### src/rtl/bcg_pkg.sv
`timescale 1ns / 1ps

package bcg_pkg;

    localparam int MAX_DEGREE     = 16;
    localparam int MAX_BLOCK_BITS = 256;

    localparam int POLY_W = 16;
    localparam int DEG_W  = 5;
    localparam int LEN_W  = 9;
    localparam int IDX_W  = $clog2(MAX_DEGREE);

    // Configuration register indexes.
    localparam logic [1:0] REG_POLY   = 2'd0;
    localparam logic [1:0] REG_DEGREE = 2'd1;
    localparam logic [1:0] REG_LENGTH = 2'd2;

    localparam logic [POLY_W-1:0] POLY_RESET   = 16'd3;
    localparam logic [DEG_W-1:0]  DEGREE_RESET = 5'd3;
    localparam logic [LEN_W-1:0]  LENGTH_RESET = 9'd8;

    // Effective settings handed from the register file to the CRC core.
    typedef struct packed {
        logic [POLY_W-1:0] poly;
        logic [DEG_W-1:0]  degree;
        logic [LEN_W-1:0]  length;
    } bcg_cfg_t;

    function automatic logic [DEG_W-1:0] eff_degree(input logic [DEG_W-1:0] d);
        logic [DEG_W-1:0] r;
        r = d;
        if (d == '0)
            r = DEG_W'(1);
        else if (d > DEG_W'(MAX_DEGREE))
            r = DEG_W'(MAX_DEGREE);
        return r;
    endfunction

    function automatic logic [LEN_W-1:0] eff_length(input logic [LEN_W-1:0] l);
        logic [LEN_W-1:0] r;
        r = l;
        if (l == '0)
            r = LEN_W'(1);
        else if (l > LEN_W'(MAX_BLOCK_BITS))
            r = LEN_W'(MAX_BLOCK_BITS);
        return r;
    endfunction

    function automatic logic [POLY_W-1:0] deg_mask(input logic [DEG_W-1:0] d);
        logic [POLY_W:0] m;
        m = ((POLY_W+1)'(1) << d) - (POLY_W+1)'(1);
        return m[POLY_W-1:0];
    endfunction

    // One shift of the division register; degree is already in range.
    function automatic logic [POLY_W-1:0] crc_shift(
        input logic [POLY_W-1:0] rem,
        input logic [POLY_W-1:0] poly,
        input logic [DEG_W-1:0]  d,
        input logic              data_bit
    );
        logic [POLY_W-1:0] mask;
        logic [DEG_W-1:0]  top;
        logic              fb;
        logic [POLY_W-1:0] r;
        mask = deg_mask(d);
        top  = d - DEG_W'(1);
        fb   = data_bit ^ rem[top[IDX_W-1:0]];
        r    = (rem << 1) & mask;
        if (fb)
            r = r ^ (poly & mask);
        return r;
    endfunction

endpackage

### src/rtl/bcg_in_reg.sv
`timescale 1ns / 1ps

module bcg_in_reg (
    input  logic clk,
    input  logic rst_n,
    input  logic s_valid,
    output logic s_ready,
    input  logic s_bit,
    output logic in_valid,
    output logic in_bit,
    input  logic in_take
);

    logic valid_reg;
    logic valid_next;
    logic bit_reg;
    logic bit_next;

    // The slot frees in the same cycle that the core takes the held word.
    assign s_ready  = !valid_reg || in_take;
    assign in_valid = valid_reg;
    assign in_bit   = bit_reg;

    always_comb
    begin
        valid_next = valid_reg;
        bit_next   = bit_reg;
        if (s_valid && s_ready)
        begin
            valid_next = 1'b1;
            bit_next   = s_bit;
        end
        else if (in_take)
        begin
            valid_next = 1'b0;
        end
    end

    always_ff @(posedge clk or negedge rst_n)
    begin
        if (!rst_n)
            valid_reg <= 1'b0;
        else
            valid_reg <= valid_next;
    end

    always_ff @(posedge clk)
    begin
        bit_reg <= bit_next;
    end

endmodule

### src/rtl/bcg_crc_core.sv
`timescale 1ns / 1ps

module bcg_crc_core (
    input  logic              clk,
    input  logic              rst_n,
    input  bcg_pkg::bcg_cfg_t cfg,
    input  logic              in_valid,
    input  logic              in_bit,
    output logic              in_take,
    output logic              out_valid,
    input  logic              out_ready,
    output logic              out_bit,
    output logic              out_check,
    output logic              out_last
);

    logic [bcg_pkg::POLY_W-1:0] rem_reg;
    logic [bcg_pkg::POLY_W-1:0] rem_next;
    logic [bcg_pkg::LEN_W-1:0]  pos_reg;
    logic [bcg_pkg::LEN_W-1:0]  pos_next;
    logic [bcg_pkg::DEG_W-1:0]  chk_cnt_reg;
    logic [bcg_pkg::DEG_W-1:0]  chk_cnt_next;
    logic                       out_valid_reg;
    logic                       out_valid_next;
    logic                       out_bit_reg;
    logic                       out_bit_next;
    logic                       out_check_reg;
    logic                       out_check_next;
    logic                       out_last_reg;
    logic                       out_last_next;

    logic                       load_ok;
    logic                       emit_chk;
    logic                       in_checks;
    logic [bcg_pkg::POLY_W-1:0] rem_step;
    logic [bcg_pkg::LEN_W-1:0]  pos_inc;
    logic                       block_done;
    logic [bcg_pkg::DEG_W-1:0]  chk_sel;

    assign load_ok   = !out_valid_reg || out_ready;
    assign in_checks = (chk_cnt_reg != '0);
    assign in_take   = in_valid && !in_checks && load_ok;
    assign emit_chk  = in_checks && load_ok;

    assign rem_step   = bcg_pkg::crc_shift(rem_reg, cfg.poly, cfg.degree, in_bit);
    assign pos_inc    = pos_reg + bcg_pkg::LEN_W'(1);
    assign block_done = (pos_inc >= cfg.length) || (pos_inc == '0);
    // Check bits leave most significant first, counting the remaining ones down.
    assign chk_sel    = chk_cnt_reg - bcg_pkg::DEG_W'(1);

    always_comb
    begin
        rem_next       = rem_reg;
        pos_next       = pos_reg;
        chk_cnt_next   = chk_cnt_reg;
        out_bit_next   = out_bit_reg;
        out_check_next = out_check_reg;
        out_last_next  = out_last_reg;
        out_valid_next = out_valid_reg && !out_ready;

        if (in_take)
        begin
            rem_next       = rem_step;
            out_valid_next = 1'b1;
            out_bit_next   = in_bit;
            out_check_next = 1'b0;
            out_last_next  = 1'b0;
            if (block_done)
            begin
                pos_next     = '0;
                chk_cnt_next = cfg.degree;
            end
            else
            begin
                pos_next = pos_inc;
            end
        end
        else if (emit_chk)
        begin
            out_valid_next = 1'b1;
            out_bit_next   = rem_reg[chk_sel[bcg_pkg::IDX_W-1:0]];
            out_check_next = 1'b1;
            out_last_next  = (chk_cnt_reg == bcg_pkg::DEG_W'(1));
            chk_cnt_next   = chk_sel;
            if (chk_cnt_reg == bcg_pkg::DEG_W'(1))
                rem_next = '0;
        end
    end

    always_ff @(posedge clk or negedge rst_n)
    begin
        if (!rst_n)
        begin
            rem_reg       <= '0;
            pos_reg       <= '0;
            chk_cnt_reg   <= '0;
            out_valid_reg <= 1'b0;
        end
        else
        begin
            rem_reg       <= rem_next;
            pos_reg       <= pos_next;
            chk_cnt_reg   <= chk_cnt_next;
            out_valid_reg <= out_valid_next;
        end
    end

    always_ff @(posedge clk)
    begin
        out_bit_reg   <= out_bit_next;
        out_check_reg <= out_check_next;
        out_last_reg  <= out_last_next;
    end

    assign out_valid = out_valid_reg;
    assign out_bit   = out_bit_reg;
    assign out_check = out_check_reg;
    assign out_last  = out_last_reg;

    a_chk_cnt_range: assert property (@(posedge clk) disable iff (!rst_n)
        chk_cnt_reg <= bcg_pkg::DEG_W'(bcg_pkg::MAX_DEGREE))
        else $error("check bit count beyond maximum degree");

    a_last_is_check: assert property (@(posedge clk) disable iff (!rst_n)
        out_valid_reg && out_last_reg |-> out_check_reg)
        else $error("end of codeword marked on a data bit");

    a_take_loads_out: assert property (@(posedge clk) disable iff (!rst_n)
        in_take |=> out_valid_reg && !out_check_reg)
        else $error("taken data bit did not reach the output register");

    a_rem_clears: assert property (@(posedge clk) disable iff (!rst_n)
        emit_chk && chk_cnt_reg == bcg_pkg::DEG_W'(1) |=> rem_reg == '0 && chk_cnt_reg == '0)
        else $error("remainder not cleared after the final check bit");

endmodule

### src/rtl/block_crc_codeword_generator_core.sv
`timescale 1ns / 1ps

// Bit-serial block CRC encoder with a programmable generator. Message bits enter one
// word per cycle on s_axis while neither check bits nor output back-pressure hold them,
// pass through the input register and then the output register, and leave on m_axis
// as data bits; after the last bit of each block of block_length bits, crc_degree check
// bits follow, most significant first, with tlast on the final one. The input pauses
// while the single output register carries check bits. A one-word input register lets the next
// bit be accepted while a result still waits to be taken. Configuration writes are
// always ready and take effect at once; a degree of 0 acts as 1, above 16 as 16, and a
// length of 0 acts as 1, above 256 as 256.
module block_crc_codeword_generator_core (
    input  logic        clk,
    input  logic        rst_n,
    input  logic        s_axis_tvalid,
    output logic        s_axis_tready,
    input  logic [7:0]  s_axis_tdata,   // [0] msg_bit, [7:1] zero
    output logic        m_axis_tvalid,
    input  logic        m_axis_tready,
    output logic [7:0]  m_axis_tdata,   // [0] code_bit, [7:1] zero
    output logic [0:0]  m_axis_tuser,   // [0] is_check
    output logic        m_axis_tlast,   // frame_end
    input  logic        cfg_valid,
    output logic        cfg_ready,
    input  logic [1:0]  cfg_index,
    input  logic [15:0] cfg_data
);

    logic [bcg_pkg::POLY_W-1:0] poly_reg;
    logic [bcg_pkg::DEG_W-1:0]  degree_reg;
    logic [bcg_pkg::LEN_W-1:0]  length_reg;
    bcg_pkg::bcg_cfg_t          cfg;

    logic in_valid;
    logic in_bit;
    logic in_take;
    logic out_bit;
    logic out_check;

    assign cfg_ready = 1'b1;

    always_ff @(posedge clk or negedge rst_n)
    begin
        if (!rst_n)
        begin
            poly_reg   <= bcg_pkg::POLY_RESET;
            degree_reg <= bcg_pkg::DEGREE_RESET;
            length_reg <= bcg_pkg::LENGTH_RESET;
        end
        else if (cfg_valid && cfg_ready)
        begin
            case (cfg_index)
                bcg_pkg::REG_POLY:   poly_reg   <= cfg_data[bcg_pkg::POLY_W-1:0];
                bcg_pkg::REG_DEGREE: degree_reg <= cfg_data[bcg_pkg::DEG_W-1:0];
                bcg_pkg::REG_LENGTH: length_reg <= cfg_data[bcg_pkg::LEN_W-1:0];
                default: ;
            endcase
        end
    end

    always_comb
    begin
        cfg.poly   = poly_reg;
        cfg.degree = bcg_pkg::eff_degree(degree_reg);
        cfg.length = bcg_pkg::eff_length(length_reg);
    end

    bcg_in_reg u_in_reg (
        .clk      (clk),
        .rst_n    (rst_n),
        .s_valid  (s_axis_tvalid),
        .s_ready  (s_axis_tready),
        .s_bit    (s_axis_tdata[0]),
        .in_valid (in_valid),
        .in_bit   (in_bit),
        .in_take  (in_take)
    );

    bcg_crc_core u_core (
        .clk       (clk),
        .rst_n     (rst_n),
        .cfg       (cfg),
        .in_valid  (in_valid),
        .in_bit    (in_bit),
        .in_take   (in_take),
        .out_valid (m_axis_tvalid),
        .out_ready (m_axis_tready),
        .out_bit   (out_bit),
        .out_check (out_check),
        .out_last  (m_axis_tlast)
    );

    assign m_axis_tdata = {7'd0, out_bit};
    assign m_axis_tuser = out_check;

endmodule

### config.mk
export PLATFORM = sky130hd
export DESIGN_NAME = block_crc_codeword_generator_core
export DESIGN_NICKNAME = d
export VERILOG_FILES = /design/src/rtl/bcg_pkg.sv /design/src/rtl/bcg_in_reg.sv /design/src/rtl/bcg_crc_core.sv /design/src/rtl/block_crc_codeword_generator_core.sv
export SDC_FILE = /design/constraint.sdc
export NUM_CORES = 1
export LEC_CHECK = 0
export ABC_AREA = 1
export BUFFER_PORTS_ARGS = -buffer_cell sky130_fd_sc_hd__buf_2
export CAP_MARGIN = 40
export CORE_MARGIN = 8
export CORE_UTILIZATION = 39
export CTS_BUF_LIST = sky130_fd_sc_hd__clkbuf_2
export DETAILED_ROUTE_END_ITERATION = 16
export PLACE_DENSITY = 0.66
export REMOVE_ABC_BUFFERS = 1
export SETUP_SLACK_MARGIN = 0.02
export SLEW_MARGIN = 15
export SYNTH_ARGS = -nofsm -noshare
export SYNTH_HDL_FRONTEND = slang
export SYNTH_SLANG_ARGS = --single-unit
### constraint.sdc
create_clock -name clk -period 5.1 [get_ports clk]
set_input_delay 0.255 -clock clk [delete_from_list [all_inputs] [get_ports clk]]
set_output_delay 0.255 -clock clk [all_outputs]
set_load 0.01 [all_outputs]
==> Word-level counts from Yosys, hierarchy flattened <==
Index checks and enable logic that the tools add are counted.
{ "classes": {"add_sub_neg": 4, "shifts": 1, "n_lt_le_gt_ge": 5, "bitwise": 4, "n_mux": 22, "reduce_logical": 25, "n_eq_ne": 4} }
{ "ops": {"columns": ["operator", "count"], "rows": [
  ["$mux W16", 4],
  ["$and A16 B16 Y16", 2],
  ["$mux W9", 3],
  ["$mux W5", 5],
  ["$logic_not A9 Y1", 2],
  ["$shl A1 B5 Y16 const A", 1],
  ["$sub A16 B2 Y16 const B", 1],
  ["$xor A16 B16 Y16", 1],
  ["$lt A4 B5 Y1 const B", 2],
  ["$reduce_and A2 Y1", 5],
  ["$add A9 B1 Y9 const B", 1],
  ["$ge A9 B9 Y1", 1],
  ["$gt A9 B9 Y1 const B", 1],
  ["$bmux W1 S4", 2],
  ["$mux W1", 8],
  ["$reduce_bool A2 Y1", 3],
  ["$eq A5 B1 Y1 const B", 1],
  ["$gt A5 B5 Y1 const B", 1],
  ["$logic_and A1 B1 Y1", 5],
  ["$logic_not A5 Y1", 1],
  ["$reduce_bool A5 Y1", 1],
  ["$sub A5 B1 Y5 const B", 1],
  ["$logic_not A1 Y1", 4],
  ["$sub A4 B1 Y4 const B", 1],
  ["6 further kinds", 8]
]} }
{ "totals": {"regBits": 66, "out_inout_bits": 13, "word_cells": 77, "input_bits": 31} }

==> Logic depth before layout (Yosys ltp) <==
{ "depth": {"ltp_word": 9, "depth_mapped": 20, "ltp_nobuf": 19} }

==> By module <==
From an unflattened synthesis, not the netlist that was laid out.
{ "unflattened": {"cells_unflattened": 706, "area_unflattened_um2": 4862.2} }
{ "modules_own_cells": {"columns": ["mod", "area_per_inst_um2", "instances", "cells_each", "seq_area_each_um2"], "rows": [
  ["bcg_crc_core", 3298.2, 1, 534, 845.8],
  ["block_crc_codeword_generator_core", 1488.9, 1, 165, 757.0],
  ["bcg_in_reg", 75.1, 1, 7, 55.1]
]} }

==> Least setup slack after synthesis <==
OpenSTA, ideal clock, no wires.
{ "synth_timing": {"kind": "register to register", "startpoint": "register u_core.pos_reg[0] (netlist name)", "endpoint": "register u_core.chk_cnt_reg[0] (netlist name)", "t_required_ps": 5035, "n_path_buf": 0, "period_less_slack_ps": 2714, "arrival_ps": 2648, "path_stages_with_launch": 17, "setup_slack_ps": 2386, "setup_time_ps": 65, "path_cell_list": "dfrtp_1 -> ha_1 -> nand3_1 -> nor2_1 -> nand2_1 -> xor2_1 -> inv_1 -> ha_1 -> a21oi_1 -> nor3_1 -> a211oi_1 -> nand2_1 -> nor3_1 -> nand3_1 -> nand2_1 -> nand2_1 -> nand2_1"} }
{ "synth_via": {"elab_chain_len": 5, "elab_cells_between_ends": 6, "cone_classes": "1 x add/sub; 1 x order compare; 1 x eq/ne; 3 x reduce/logical"} }
{ "synth_lines": {"columns": ["item", "line_no", "text"], "rows": [
  ["start: declaration", "bcg_crc_core.sv:19", "logic [bcg_pkg::LEN_W-1:0] pos_reg;"],
  ["start signal: assignment", "bcg_crc_core.sv:102", "pos_reg <= pos_next;"],
  ["$add A9 B1 Y9 (*)", "bcg_crc_core.sv:46", "assign pos_inc = pos_reg + bcg_pkg::LEN_W'(1);"],
  ["$ge A9 B9 Y1 / $logic_not A9 Y1 (equally long branches)", "bcg_crc_core.sv:47", "assign block_done = (pos_inc >= cfg.length) || (pos_inc == '0);"],
  ["$logic_or A1 B1 Y1 (*)", "bcg_crc_core.sv:47", null],
  ["$ne A2 B1 Y1 (no source line) (*)", null, null],
  ["$reduce_and A2 Y1 (no source line) (*)", null, null],
  ["end signal: assignment", "bcg_crc_core.sv:103", "chk_cnt_reg <= chk_cnt_next;"],
  ["end: declaration", "bcg_crc_core.sv:21", "logic [bcg_pkg::DEG_W-1:0] chk_cnt_reg;"]
]} }
Every way passes the cells marked *; elsewhere a longest branch is shown, timed or not.
A chain may end at the register's enable or synchronous reset.

==> Worst setup path after layout <==
{ "layout_timing": {"startpoint": "register u_core.pos_reg[0] (netlist name)", "endpoint": "register u_core.chk_cnt_reg[3] (netlist name)"} }
Same word-level chain as after synthesis.

==> impl_metrics.py <==
metrics = {
    "outcome": {
        "outcome": "complete, no violations",
    },
    "synthesis": {
        "synth_compound_area_frac": 0.0838,
        "synth_top_family_by_area": "simple AND/OR/NAND/NOR gates",
        "synthXorXnorAreaFrac": 0.0295,
        "ys_seq_elements": 66,
        "yosys.area_share.simple": 0.381,
        "synth_cell_type_count": 48,
        "yosysTopAreaCell": "dfrtp_1",
        "yosysSeqAreaShare": 0.349,
        "ys_top_cells_by_count": "nand2_1, nand3_1, inv_1, dfrtp_1, o21ai_0",
        "ys.flop_type": "dfrtp_1",
        "synth_area_leaders": "dfrtp_1, nand2_1, nand3_1",
        "syn-instance-count": 658,
        "synthAdderAreaFrac": 0.0501,
        "synth-async-reset-ratio": 0.939,
        "synth_edf_count": 2,
        "yosys.cell_count.top_type": "nand2_1",
        "syn_area_per_cell_um2": 7.22,
        "synth_area_um2": 4750,
        "synth_mux_area_frac": 0.0166,
        "yosysTopAreaCellShare": 0.300,
        "yosys_warnings": 0,
    },
    "drt": {
        "wirelength_mm": 11.9,
        "route.detailed.drc": 0,
        "drtPass1Iterations": 6,
        "antenna_left": 0,
        "vias": 4545,
        "vias_per_cell": 5.32,
        "wl_per_cell_um": 13.9,
        "drt_iter0_drc": 398,
    },
    "flow_run": {
        "drv_cap": 0,
    },
    "worst_setup_path": {
        "start_kind": "flop",
        "r2r_setup_slack_ps": 1640,
        "r2r_start": "u_core.pos_reg[0]$_DFFE_PN0P_",
        "r2r_end": "u_core.chk_cnt_reg[3]$_DFFE_PN0P_",
        "cp.required_ps": 5600,
        "timing.critical_path.arrival_ps": 3970,
        "crit_type": "flop to flop",
        "r2r_cells": 16,
        "crit_fanout": 6,
        "endpoint_kind": "flop",
    },
    "global_route": {
        "antenna_found_initial": 1,
        "grt_overflow": 0,
        "grt_pass1_wl_mm": 20.5,
        "grt_pass1_vias": 4388,
        "gr-usage-all-layers": 0.155,
        "grt_max_degree": 63,
    },
    "die": {
        "num_rows": 40,
        "core_area_um2": 12000,
        "start_util": 0.397,
        "die_h_um": 126,
        "dieArea_um2": 16000,
        "ios": 44,
        "fp.dieW_um": 126,
    },
    "finish": {
        "drive_above_1_share": 0.130,
        "multi_input_area_um2": 2700,
        "area_delta_synth_final_pct": 12.2,
        "regArea_um2": 1660,
        "nFillCells": 1209,
        "fin_cells": 854,
        "postLayoutCellArea_um2": 5330,
        "layout.nets": 751,
        "final_core_util": 0.446,
    },
    "timing": {
        "tightest_slew_ps": 771,
        "finalSetupTns_ps": 0,
        "rsz0062_at_grt": "no",
        "slew_headroom": 0.482,
        "holdWs_ps": 69.1,
        "setup_viol": 0,
        "finalCriticalPeriod_ps": 3460,
        "finalHoldViolCount": 0,
        "drv_slew": 0,
        "period_share": 0.679,
        "clock.fmax_mhz": 289,
        "finalClockSkew_ps": 28.9,
        "setup_slack_ps": 1640,
    },
    "place": {
        "place_area_um2": 4970,
        "dp.cells": 816,
        "dp_slack_ps": 1690,
        "hpwl_mm": 8.59,
        "port_buffers": 28,
        "routabilityCongestion": 0.893,
    },
    "power": {
        "power_density_nw_per_um2": 488,
        "leakage_nw": 2.78,
        "ir_drop_uv": 144,
        "total_power_mw": 2.60,
    },
    "clock_network": {
        "cts.htree.levels": 3,
        "path_clk_slew_ps": 220,
        "insertion_delay_ps": 570,
        "ctsResizeCount": 0,
        "clock-sinks": 66,
        "cts_tree": "yes",
        "clockBufferDepth": 2,
        "cts-root-buf": "clkbuf_2",
        "cts_buffers": 9,
    },
    "hold_path": {
        "worstHoldPathType": "primary input to async pin",
    },
}
[cell families (layout without fill, tap and decap cells)]
group	Yosys count	after routing
multiplexers	7	7
other	2	9
buffers and inverters	91	133
XOR/XNOR	16	16
AO/OA/AOI/OAI	70	70
adder cells (fa/ha/maj)	19	19
AND/OR/NAND/NOR	387	387
flip-flops	66	66
[repair_timing]
action	CTS	global route
setup buffers	0	0
endpoints found under the hold margin	88	0
hold buffers	20	0
[critical path, cell delays in order (launching register included)]
cell,delay [ps]
dfrtp_1,460
ha_1,210
nand3_1,120
nor2_1,160
nand2_1,80
xor2_1,180
inv_1,90
ha_1,330
a21oi_1,140
nor3_1,60
a211oi_1,180
nand2_1,80
nor3_1,600
nand3_1,340
nand2_1,240
nand2_1,70
nand2_1,60
[metal layers]
layer	up-vias	wire length, µm	GRT usage
met2	124	5530	0.253
met3	17	666	0.0314
met1	2140	5450	0.195
met5	-	0	0
met4	0	251	0.0658
li1	2264	-	-
[worst max-delay path by stage]
stage / startpoint / end / slack (ps) / depth (start not counted)
finish: u_core.pos_reg[0]$_DFFE_PN0P_ / u_core.chk_cnt_reg[3]$_DFFE_PN0P_ / 1640 / 16
global route: length_reg[5]$_DFFE_PN0P_ / u_core.chk_cnt_reg[3]$_DFFE_PN0P_ / 1290 / 16
CTS: u_core.pos_reg[0]$_DFFE_PN0P_ / u_core.chk_cnt_reg[3]$_DFFE_PN0P_ / 1610 / 16
detailed placement: u_core.pos_reg[0]$_DFFE_PN0P_ / u_core.chk_cnt_reg[1]$_DFFE_PN0P_ / 1690 / 16
global placement: u_core.pos_reg[0]$_DFFE_PN0P_ / u_core.chk_cnt_reg[0]$_DFFE_PN0P_ / 1830 / 16
floorplan: u_core.chk_cnt_reg[0]$_DFFE_PN0P_ / u_core.rem_reg[0]$_DFFE_PN0P_ / 2370 / 11
[power by group]
part / internal [mW] / total (mW) / switching (mW)
Sequential: 0.679 / 0.854 / 0.175
Clock: 0.118 / 0.347 / 0.229
Combinational: 0.517 / 1.40 / 0.880
Total: 1.31 / 2.60 / 1.28
[cells in the final DEF (no fill, tap or decap), drive strengths merged, types with 4 or more instances in the layout]
cell           n
a21oi         10
nand2        197
ha            19
buf           33
o21ai         49
nand3        110
dlygate4sd3   20
mux2           7
xnor2         10
clkbuf         9
nand3b         4
conb           8
clkinv         6
nor3           7
nor2          41
dfstp          5
inv           64
dfrtp         57
xor2           6
nand4         22
[cell type report]
type,instances,area share
antenna,1,0.000470
clock buffer,9,0.00845
clock inverter,7,0.0148
inverter,64,0.0451
multi-input combinational,507,0.506
sequential,66,0.311
tap,147,0.0345
timing repair buffer,53,0.0798
Note: power is estimated with default switching activity, not from simulation.
